==> config.mk <==
export PLATFORM = sky130hd
export DESIGN_NAME = bus_frame_receiver_xor_check_unit
export DESIGN_NICKNAME = d
export VERILOG_FILES = /design/src/design/bfrx_pkg.sv /design/src/design/bus_frame_receiver_xor_check_unit.sv /design/src/design/bfrx_cfg.sv /design/src/design/bfrx_parse.sv /design/src/design/bfrx_out.sv
export SDC_FILE = /design/constraint.sdc
export NUM_CORES = 1
export LEC_CHECK = 0
export ABC_AREA = 1
export BUFFER_PORTS_ARGS = -buffer_cell sky130_fd_sc_hd__buf_2
export CAP_MARGIN = 20
export CELL_PAD_IN_SITES_DETAIL_PLACEMENT = 1
export CELL_PAD_IN_SITES_GLOBAL_PLACEMENT = 1
export CORE_MARGIN = 10
export CORE_UTILIZATION = 29
export CTS_CLUSTER_SIZE = 40
export DETAILED_ROUTE_END_ITERATION = 16
export PLACE_DENSITY = 0.59
export RECOVER_POWER = 50
export SETUP_SLACK_MARGIN = 0.5
export SYNTH_ARGS = -nofsm -noshare
export SYNTH_HDL_FRONTEND = slang
export SYNTH_SLANG_ARGS = --single-unit
==> constraint.sdc <==
create_clock -name clk -period 2.4 [get_ports clk]
set_clock_uncertainty 0.1 [all_clocks]
set_input_delay 0.24 -clock clk [delete_from_list [all_inputs] [get_ports clk]]
set_output_delay 0.24 -clock clk [all_outputs]
set_load 0.01 [all_outputs]
==> src/design/bfrx_pkg.sv <==
// Shared types and constants for the bus frame receiver with XOR checks.
`default_nettype none

package bfrx_pkg;

    localparam int unsigned ByteW  = 8;
    localparam int unsigned CountW = 9;
    localparam int unsigned StatW  = 3;
    localparam int unsigned CfgIdxW = 2;

    // Register indexes on the configuration channel
    localparam logic [CfgIdxW-1:0] REG_SOF_CODE      = 2'd0;
    localparam logic [CfgIdxW-1:0] REG_SOF_CODE_ALT  = 2'd1;
    localparam logic [CfgIdxW-1:0] REG_MAX_BODY_SIZE = 2'd2;
    localparam logic [CfgIdxW-1:0] REG_MIN_FRAME_LEN = 2'd3;

    // Reset values of the registers
    localparam logic [ByteW-1:0] RST_SOF_CODE      = 8'd85;
    localparam logic [ByteW-1:0] RST_SOF_CODE_ALT  = 8'd86;
    localparam logic [ByteW-1:0] RST_MAX_BODY_SIZE = 8'd128;
    localparam logic [ByteW-1:0] RST_MIN_FRAME_LEN = 8'd10;

    // Status codes reported on the last byte
    localparam logic [StatW-1:0] ST_GOOD     = 3'd0;
    localparam logic [StatW-1:0] ST_SHORT    = 3'd1;
    localparam logic [StatW-1:0] ST_TRAILER  = 3'd2;
    localparam logic [StatW-1:0] ST_HDR_XOR  = 3'd3;
    localparam logic [StatW-1:0] ST_BODY_XOR = 3'd4;
    localparam logic [StatW-1:0] ST_TOO_BIG  = 3'd5;

    // Frame layout
    localparam logic [CountW-1:0] HDR_FIRST    = 9'd2;
    localparam logic [CountW-1:0] HDR_LAST     = 9'd7;
    localparam logic [CountW-1:0] HDR_CHECK    = 9'd8;
    localparam logic [CountW-1:0] BODY_FIRST   = 9'd9;
    localparam logic [CountW-1:0] HDR_MIN_LEN  = 9'd9;
    localparam logic [CountW-1:0] BODY_MIN_LEN = 9'd12;
    localparam logic [CountW-1:0] LEN_OVERHEAD = 9'd3;
    localparam logic [CountW-1:0] BODY_TAIL    = 9'd2;

    typedef struct packed {
        logic [ByteW-1:0] sof_code;
        logic [ByteW-1:0] sof_code_alt;
        logic [ByteW-1:0] max_body_size;
        logic [ByteW-1:0] min_frame_length;
    } bfrx_cfg_t;

    typedef struct packed {
        logic [StatW-1:0] status;
        logic             last;
        logic [ByteW-1:0] byte_index;
        logic [ByteW-1:0] frame_byte;
    } bfrx_result_t;

endpackage

`default_nettype wire

==> src/design/bus_frame_receiver_xor_check_unit.sv <==
// Top level of the bus frame receiver with size limit and XOR checks.
//
// Usage:
//   s_* carries received serial bytes, one per transaction (tdata = rx_byte).
//   Zero break bytes are skipped; a frame opens on either start code. Each
//   frame byte leaves on m_*: tdata = {byte_index, frame_byte}, tlast marks
//   the final byte of a frame or an abort, tuser carries the status.
//   Skipped bytes produce no output transaction.
//   cfg_* writes one of four registers (start code, alternate start code,
//   max body size, min frame length); it is always ready. Write it only while
//   the block is idle.
// Latency and throughput:
//   One byte per cycle while m_tready is high. A result appears on m_* in the
//   cycle after its byte is accepted; all parsing and XOR updates happen in
//   the single logic level between the parser state and the output register.
// Reset:
//   rst_n clears the parser to waiting for sync, empties the output register
//   and loads the register reset values.
// Stall:
//   While a result waits on m_* with m_tready low, s_tready drops; input is
//   taken again in the cycle the result is consumed.
`default_nettype none

module bus_frame_receiver_xor_check_unit
    import bfrx_pkg::*;
(
    input  wire logic               clk,
    input  wire logic               rst_n,
    // slave stream: received bytes
    input  wire logic               s_tvalid,
    output logic                    s_tready,
    input  wire logic [7:0]         s_tdata,    // [7:0] rx_byte
    // master stream: frame bytes
    output logic                    m_tvalid,
    input  wire logic               m_tready,
    output logic [15:0]             m_tdata,    // [7:0] frame_byte, [15:8] byte_index
    output logic                    m_tlast,    // last
    output logic [2:0]              m_tuser,    // [2:0] status
    // configuration write channel
    input  wire logic               cfg_valid,
    output logic                    cfg_ready,
    input  wire logic [CfgIdxW-1:0] cfg_index,
    input  wire logic [7:0]         cfg_data
);

    bfrx_cfg_t    cfg;
    bfrx_result_t result;
    bfrx_result_t out_data;
    logic         emit;
    logic         load_ok;
    logic         in_en;

    assign cfg_ready = 1'b1;
    assign s_tready  = load_ok;
    assign in_en     = s_tvalid && load_ok;

    bfrx_cfg u_cfg (
        .clk      (clk),
        .rst_n    (rst_n),
        .wr_en    (cfg_valid),
        .wr_index (cfg_index),
        .wr_data  (cfg_data),
        .cfg      (cfg)
    );

    bfrx_parse u_parse (
        .clk     (clk),
        .rst_n   (rst_n),
        .cfg     (cfg),
        .in_en   (in_en),
        .rx_byte (s_tdata),
        .emit    (emit),
        .result  (result)
    );

    bfrx_out u_out (
        .clk       (clk),
        .rst_n     (rst_n),
        .in_en     (in_en),
        .emit      (emit),
        .result    (result),
        .load_ok   (load_ok),
        .out_valid (m_tvalid),
        .out_ready (m_tready),
        .out_data  (out_data)
    );

    assign m_tdata = {out_data.byte_index, out_data.frame_byte};
    assign m_tlast = out_data.last;
    assign m_tuser = out_data.status;

endmodule

`default_nettype wire

==> src/design/bfrx_cfg.sv <==
// Configuration register file: start codes, size limit, minimum frame length.
`default_nettype none

module bfrx_cfg
    import bfrx_pkg::*;
(
    input  wire logic               clk,
    input  wire logic               rst_n,
    input  wire logic               wr_en,
    input  wire logic [CfgIdxW-1:0] wr_index,
    input  wire logic [ByteW-1:0]   wr_data,
    output bfrx_cfg_t               cfg
);

    bfrx_cfg_t cfg_reg;
    bfrx_cfg_t cfg_next;

    always_comb
    begin
        cfg_next = cfg_reg;
        if (wr_en)
        begin
            case (wr_index)
                REG_SOF_CODE:      cfg_next.sof_code         = wr_data;
                REG_SOF_CODE_ALT:  cfg_next.sof_code_alt     = wr_data;
                REG_MAX_BODY_SIZE: cfg_next.max_body_size    = wr_data;
                REG_MIN_FRAME_LEN: cfg_next.min_frame_length = wr_data;
                default:           cfg_next = cfg_reg;
            endcase
        end
    end

    always_ff @(posedge clk or negedge rst_n)
    begin
        if (!rst_n)
        begin
            cfg_reg.sof_code         <= RST_SOF_CODE;
            cfg_reg.sof_code_alt     <= RST_SOF_CODE_ALT;
            cfg_reg.max_body_size    <= RST_MAX_BODY_SIZE;
            cfg_reg.min_frame_length <= RST_MIN_FRAME_LEN;
        end
        else
        begin
            cfg_reg <= cfg_next;
        end
    end

    assign cfg = cfg_reg;

endmodule

`default_nettype wire

==> src/design/bfrx_parse.sv <==
// Frame parser: sync/start detection, length tracking and running XOR checks.
`default_nettype none

module bfrx_parse
    import bfrx_pkg::*;
(
    input  wire logic             clk,
    input  wire logic             rst_n,
    input  wire bfrx_cfg_t        cfg,
    input  wire logic             in_en,
    input  wire logic [ByteW-1:0] rx_byte,
    output logic                  emit,
    output bfrx_result_t          result
);

    localparam logic [1:0] PH_SYNC  = 2'd0;
    localparam logic [1:0] PH_START = 2'd1;
    localparam logic [1:0] PH_SIZE  = 2'd2;
    localparam logic [1:0] PH_DATA  = 2'd3;

    logic [1:0]        phase_reg,      phase_next;
    logic [CountW-1:0] exp_len_reg,    exp_len_next;
    logic [CountW-1:0] count_reg,      count_next;
    logic [ByteW-1:0]  size_copy_reg,  size_copy_next;
    logic [ByteW-1:0]  hdr_xor_reg,    hdr_xor_next;
    logic [ByteW-1:0]  body_xor_reg,   body_xor_next;
    logic              hdr_bad_reg,    hdr_bad_next;
    logic              body_bad_reg,   body_bad_next;

    logic              is_start;
    logic [CountW:0]   idx_inc;
    logic [CountW-1:0] min_len;

    assign is_start = (rx_byte == cfg.sof_code) || (rx_byte == cfg.sof_code_alt);
    assign idx_inc  = {1'b0, count_reg} + {{CountW{1'b0}}, 1'b1};
    assign min_len  = {1'b0, cfg.min_frame_length};

    always_comb
    begin
        phase_next     = phase_reg;
        exp_len_next   = exp_len_reg;
        count_next     = count_reg;
        size_copy_next = size_copy_reg;
        hdr_xor_next   = hdr_xor_reg;
        body_xor_next  = body_xor_reg;
        hdr_bad_next   = hdr_bad_reg;
        body_bad_next  = body_bad_reg;
        emit              = 1'b0;
        result.frame_byte = rx_byte;
        result.byte_index = '0;
        result.last       = 1'b0;
        result.status     = ST_GOOD;

        case (phase_reg)
            PH_SYNC, PH_START:
            begin
                if (phase_reg == PH_SYNC && rx_byte == '0)
                begin
                    phase_next = PH_START;
                end
                else if (is_start)
                begin
                    // open a new frame with every check cleared
                    phase_next     = PH_SIZE;
                    exp_len_next   = '0;
                    count_next     = 9'd1;
                    size_copy_next = '0;
                    hdr_xor_next   = '0;
                    body_xor_next  = '0;
                    hdr_bad_next   = 1'b0;
                    body_bad_next  = 1'b0;
                    emit           = 1'b1;
                end
                else if (phase_reg == PH_START && rx_byte != '0)
                begin
                    phase_next = PH_SYNC;
                end
            end
            PH_SIZE:
            begin
                emit              = 1'b1;
                result.byte_index = 8'd1;
                if (rx_byte > cfg.max_body_size)
                begin
                    phase_next    = PH_SYNC;
                    exp_len_next  = '0;
                    count_next    = '0;
                    result.last   = 1'b1;
                    result.status = ST_TOO_BIG;
                end
                else
                begin
                    phase_next     = PH_DATA;
                    size_copy_next = rx_byte;
                    exp_len_next   = {1'b0, rx_byte} + LEN_OVERHEAD;
                    count_next     = 9'd2;
                end
            end
            default:
            begin
                emit              = 1'b1;
                result.byte_index = count_reg[ByteW-1:0];
                if (count_reg >= HDR_FIRST && count_reg <= HDR_LAST)
                begin
                    hdr_xor_next = hdr_xor_reg ^ rx_byte;
                end
                else if (count_reg == HDR_CHECK)
                begin
                    hdr_bad_next = (rx_byte != hdr_xor_reg);
                end
                if (exp_len_reg >= BODY_MIN_LEN)
                begin
                    if (count_reg >= BODY_FIRST && count_reg < exp_len_reg - BODY_TAIL)
                    begin
                        body_xor_next = body_xor_reg ^ rx_byte;
                    end
                    else if (count_reg == exp_len_reg - BODY_TAIL)
                    begin
                        body_bad_next = (rx_byte != body_xor_reg);
                    end
                end
                count_next = idx_inc[CountW-1:0];
                if (idx_inc >= {1'b0, exp_len_reg})
                begin
                    // final byte: priority short, trailer, header, body
                    result.last = 1'b1;
                    if (exp_len_reg < min_len)
                    begin
                        result.status = ST_SHORT;
                    end
                    else if (rx_byte != size_copy_reg)
                    begin
                        result.status = ST_TRAILER;
                    end
                    else if (exp_len_reg >= HDR_MIN_LEN && hdr_bad_next)
                    begin
                        result.status = ST_HDR_XOR;
                    end
                    else if (exp_len_reg >= BODY_MIN_LEN && body_bad_next)
                    begin
                        result.status = ST_BODY_XOR;
                    end
                    else
                    begin
                        result.status = ST_GOOD;
                    end
                    phase_next     = PH_SYNC;
                    exp_len_next   = '0;
                    count_next     = '0;
                    size_copy_next = '0;
                    hdr_xor_next   = '0;
                    body_xor_next  = '0;
                    hdr_bad_next   = 1'b0;
                    body_bad_next  = 1'b0;
                end
            end
        endcase
    end

    always_ff @(posedge clk or negedge rst_n)
    begin
        if (!rst_n)
        begin
            phase_reg     <= PH_SYNC;
            exp_len_reg   <= '0;
            count_reg     <= '0;
            size_copy_reg <= '0;
            hdr_xor_reg   <= '0;
            body_xor_reg  <= '0;
            hdr_bad_reg   <= 1'b0;
            body_bad_reg  <= 1'b0;
        end
        else if (in_en)
        begin
            phase_reg     <= phase_next;
            exp_len_reg   <= exp_len_next;
            count_reg     <= count_next;
            size_copy_reg <= size_copy_next;
            hdr_xor_reg   <= hdr_xor_next;
            body_xor_reg  <= body_xor_next;
            hdr_bad_reg   <= hdr_bad_next;
            body_bad_reg  <= body_bad_next;
        end
    end

endmodule

`default_nettype wire

==> src/design/bfrx_out.sv <==
// Output register stage: holds one result while the downstream side stalls.
`default_nettype none

module bfrx_out
    import bfrx_pkg::*;
(
    input  wire logic         clk,
    input  wire logic         rst_n,
    input  wire logic         in_en,
    input  wire logic         emit,
    input  wire bfrx_result_t result,
    output logic              load_ok,
    output logic              out_valid,
    input  wire logic         out_ready,
    output bfrx_result_t      out_data
);

    logic         valid_reg;
    logic         valid_next;
    bfrx_result_t data_reg;

    // the stage can take a new result when empty or draining this cycle
    assign load_ok = !valid_reg || out_ready;

    always_comb
    begin
        valid_next = valid_reg;
        if (load_ok)
        begin
            valid_next = in_en && emit;
        end
    end

    always_ff @(posedge clk or negedge rst_n)
    begin
        if (!rst_n)
        begin
            valid_reg <= 1'b0;
        end
        else
        begin
            valid_reg <= valid_next;
        end
    end

    always_ff @(posedge clk)
    begin
        if (load_ok && in_en && emit)
        begin
            data_reg <= result;
        end
    end

    assign out_valid = valid_reg;
    assign out_data  = data_reg;

endmodule

`default_nettype wire

# After elaboration in Yosys (flattened, before gate mapping)
# Index checks and enable logic that the tools add are counted.
[word_totals]
reg_bits = 99
in_bits = 23
output_inout_bits = 23
word_cells = 133
[op_classes]
add_sub_neg = 3
order_cmp = 9
eq_ne = 16
muxes = 51
n_bitwise = 3
n_reduce_logical = 34
[ops]
columns = ["op", "count"]
rows = [
  ["8-bit two-way mux", 9],
  ["9-bit two-way mux", 7],
  ["8-bit one-hot mux with 2 select lines", 3],
  ["9-bit one-hot mux with 2 select lines", 2],
  ["9-bit by 4-bit >= comparator with 1-bit output, second input constant", 3],
  ["8-bit != test", 3],
  ["12-bit one-hot mux with 2 select lines", 1],
  ["8-bit equality test", 2],
  ["8-bit bitwise XOR", 2],
  ["1-bit two-way mux", 14],
  ["2-bit two-way mux", 6],
  ["3-bit two-way mux", 4],
  ["3-bit nonzero test", 4],
  ["9-bit by 1-bit adder with 10-bit output, second input constant", 1],
  ["10-bit by 9-bit >= comparator with 1-bit output", 1],
  ["1-bit logical AND", 10],
  ["5-bit AND reduction", 2],
  ["8-bit by 2-bit adder with 9-bit output, second input constant", 1],
  ["9-bit by 4-bit equality test with 1-bit output, second input constant", 1],
  ["9-bit equality test", 1],
  ["9-bit by 2-bit >= comparator with 1-bit output, second input constant", 1],
  ["9-bit by 3-bit <= comparator with 1-bit output, second input constant", 1],
  ["9-bit by 8-bit < comparator with 1-bit output", 1],
  ["9-bit < comparator", 1],
  ["other kinds (22)", 35],
]

# Longest topological paths before layout
[logic_depth]
depth_word = 13
ltp_mapped = 19

# By module
# A second synthesis with hierarchy kept.
[hier_totals]
hier_cells = 804
area_unflattened_um2 = 6473.7
[modules_own_cells]
columns = ["module", "n_inst", "cells_per_inst", "area_per_inst_um2", "seq_area_each_um2"]
rows = [
  ["bfrx_parse", 1, 631, 4359.2, 1151.1],
  ["bfrx_cfg", 1, 143, 1450.1, 814.5],
  ["bfrx_out", 1, 26, 645.6, 625.6],
  ["bus_frame_receiver_xor_check_unit", 1, 4, 18.8, 0.0],
]

# Worst setup path after synthesis
# Ideal clock, no wire load.
[synth_path]
path_type = "register to register"
startpoint = "register u_parse.count_reg[1]"
endpoint = "register u_out.data_reg, in the netlist u_out.out_data[17] (data pin)"
arrival_time_ps = 2269
required_time_ps = 2045
setup_slack_ps = -224
path_stages_with_launch = 19
n_path_buf = 0
path_cell_list = "dfrtp_1 -> ha_1 -> nand2_1 -> inv_1 -> nand3_1 -> nor2_1 -> a211oi_1 -> ha_1 -> nand2_1 -> nor2_1 -> nand2_1 -> nand2_1 -> inv_1 -> nor2_2 -> nor2_4 -> nand2_1 -> nand2_1 -> nand2_1 -> and2_1"
[synth_rtl]
columns = ["item", "line", "text"]
rows = [
  ["start: declaration", "bfrx_parse.sv:23", "logic [CountW-1:0] count_reg, count_next;"],
  ["start signal: assignment", "bfrx_parse.sv:177", "count_reg <= count_next;"],
  ["end signal: assignment", "bfrx_out.sv:50", "data_reg <= result;"],
  ["end: declaration", "bfrx_out.sv:20", "bfrx_result_t data_reg;"],
]

==> results by group <==
Power
  – PwrDens: 645 nW/um^2
  – Seq pwr share: 0.365
  – Clock Power Share: 0.294
  – Peak supply drop: 0.000352 V
  – Static Leak: 4.13 nW
  – Comb power frac: 0.341
  – Sw power: 1.95 mW
  – Cell-internal power: 3.54 mW
  – Sw frac: 0.354
  – Total Power: 5.49 mW

Yosys
  – Most used flip-flop cell after synthesis: dfrtp_1
  – Yosys top cell by area: dfrtp_1
  – YS warnings: 0
  – Synth top area cells: dfrtp_1 (28%), nand2_1 (15%), edfxtp_1 (9.7%), ha_1 (8.1%), inv_1 (5.7%)
  – Register area share after synthesis: 0.420
  – Netlist cell types: 37
  – EDFF count, synth: 20
  – Synthesized flop and latch total: 99
  – Avg Inst Size Synth: 7.90 sq um
  – Post-Syn Nets: 844
  – FFs w/ async S/R, synth: 0.798
  – Synthesized area: 6170 sq um
  – Synth top area share: 0.276
  – Mapped Cells: 781

Global routing
  – Most Crowded Layer GR: met2
  – GRT Total Usage: 0.150
  – Vias in the first global route: 6196
  – GR Layer Usage met2: 0.261
  – Met1 Use GR: 0.183
  – Gr ovfl total: 0
  – Global-route wire length before repair: 33.3 mm
  – Met3 track demand over resource: 0.0272
  – Initial antenna violation count: 0
  – Largest net degree at the start of global routing: 35

Route
  – Wirelength, routed: 20.9 mm
  – Drt drc: 0
  – DR iter-0 viols: 209
  – Avg WL per Cell: 17.0 um
  – ANT nets after route: 0
  – Pre-antenna DRT Iters: 4
  – Vias: 5610
  – Detail-routed via count per cell: 4.58

Floorplanning
  – Core box area: 21000 sq um
  – Initial Utilization: 0.294
  – Site row count: 53
  – Die X: 166 um
  – Die H: 166 um
  – Die area: 27500 sq um
  – I/O pin cnt: 46

Job
  – Max Cap Viol: 0

Clocking
  – TritonCTS clock tree: built
  – Clk root buf: clkbuf_16
  – Clock sinks: 99
  – Clock slew at reported path FFs: 0.08 ns
  – Clock latency at the later pin of the worst-skew pair: 0.37 ns
  – CTS max path bufs: 2
  – CTS H-tree lvls: 3
  – Total CTS buffers: 9

Cells and area
  – Fraction of layout cells with a size suffix above 1: 0.328
  – Ant. Diodes: 0
  – Post-route cell area: 8510 sq um
  – Final Net Count: 1008
  – Max reg flops: 32
  – Area growth, synth to finish: 37.9%
  – Final std cells w/o fill: 1225
  – Fin util: 0.406

Placement
  – Detailed placement HPWL: 14.9 mm
  – Worst slack, placed: -0.349 ns
  – Cell count after placement: 1163
  – Placer Congestion: 0.806
  – I/O Buffers: 44
  – Area after DPL: 7330 sq um

STA
  – Final Critical Period: 2.70 ns
  – Worst Tran Pin Value: 0.880 ns
  – Final setup fails: 50
  – Fmax: 0.371 GHz
  – RSZ-0062 raised after global routing: yes
  – Hold_ws: 0.0641 ns
  – Setup TNS: -11.72 ns
  – Worst slew margin: 0.413
  – Final Cycle Share: 1.12
  – Final Hold Viols: 0
  – Worst setup margin: -0.295 ns
  – Fin. max-slew vios: 0

Setup path
  – Slowest stage cell, crit path: dfrtp_1
  – Worst Path Buf+Inv: 2
  – CP max stage delay: 0.44 ns
  – Worst setup EP type: flip-flop
  – Crit path from: u_parse.count_reg[1]
  – Critical path data arrival time: 2.70 ns
  – Most frequent CP cell: nand2_2
  – CP Class: reg -> reg
  – Top cell family by delay on the critical path: simple AND/OR/NAND/NOR gates
  – Critical R2R Launch: u_parse.count_reg[1]
  – Worst EP required: 2.41 ns
  – Worst-path maximum fanout: 4
  – Worst setup SP type: flip-flop
  – Crit-path cells: ha_2, nand2_2, inv_2, nand3_4, a211oi_4, ha_1, nand2_2, nor2_1, nand2_1, nand2_2, inv_2, nor2_2, nor2_4, nand2_1, nand2_2, nor2_1, nand3_1, nand2_1

Run status
  – Failing checks: setup timing
  – Outcome: finished with violations

Hold path
  – Hold Path Origin: cfg_data[6]
  – Hold WC Path Type: in -> reg
## power groups by stage
stage | Clock [mW] | Combinational, mW | Sequential (mW)
2_1_floorplan | 0 | 0.951 | 2.01
3_3_place_gp | 0 | 1.56 | 2.03
3_5_place_dp | 0 | 1.59 | 2.03
4_1_cts | 1.66 | 1.79 | 2.00
5_1_grt | 1.72 | 2.09 | 2.03
6_report | 1.61 | 1.87 | 2.00
## worst paths after layout
check | end | slack, ns | depth (start not counted)
max reg2reg | u_out.out_data[19] | -0.30 | 18
min in group asynchronous | u_parse.count_reg[5] | 0.39 | 2
max | u_out.out_data[19] | -0.30 | 18
min reg2reg | u_cfg.cfg[7] | 0.38 | 2
min | u_cfg.cfg[22] | 0.06 | 3
max in group asynchronous | u_parse.size_copy_reg[6] | 0.46 | 3
## layout make-up
cell class | instances | area, sq um
Fill cell | 2560 | 12400
Multi-Input combinational cell | 564 | 3520
Sequential cell | 99 | 2590
Timing Repair Buffer | 172 | 1350
Inverter | 99 | 374
Tap cell | 275 | 344
Clock buffer | 9 | 225
Clock inverter | 7 | 95.1
## cell usage in the layout, fill, tap and decap left out, types with 11 or more instances in the layout
cell type and instances:
inv_1 86, nand2_2 30, ha_1 34, xnor2_1 23, o21ai_0 38, xor2_1 14, edfxtp_1 20, nand3_1 38
dfstp_2 11, nand3_2 18, nand2_1 206, a21oi_1 14, buf_2 35, buf_4 105, o21ai_1 11, dfrtp_1 66
inv_2 12, nor2_1 56
## timing repair
action,4_1_cts,5_1_grt
gates cloned,3,1
setup endpoints to repair,71,71
endpoints found under the hold margin,22,0
gates resized for setup,77,37
hold buffers,1,0
pin swaps,24,16
setup buffers,32,9
## Yosys cell counts (3+ instances only)
cell	count
nor2_2	4
nand2_2	4
dfrtp_1	68
nand3_4	5
ha_1	40
a21oi_1	18
nor3_1	6
nand2_4	3
nor2_4	4
nand2_1	239
o21ai_0	53
nand4_1	9
buf_6	5
nand3_1	57
buf_4	9
inv_2	6
edfxtp_1	20
nor2_1	63
dfstp_2	11
inv_1	93
clkbuf_1	5
xor2_1	17
xnor2_1	24
## layer usage
| layer | up-vias | part of all wire |
|---|---|---|
| li1 | 2804 | - |
| met1 | 2715 | 0.46 |
| met2 | 65 | 0.50 |
| met3 | 26 | 0.026 |
| met4 | 0 | 0.018 |
| met5 | - | 0 |
## tightest hold or removal path, stage by stage
cell     delay [ns]
buf_2          0.09
inv_1          0.10
o21ai_0        0.09
## cell families after synthesis
kind of cell	share of synthesized area
buffers and inverters	0.0842
other	0.000608
and+or+nand+nor	0.289
xor gates and xnor gates	0.0582
AOI/OAI and AO/OA	0.0669
adders and majority gates	0.0811
DFF	0.420
(Power assumes the default switching activity.)
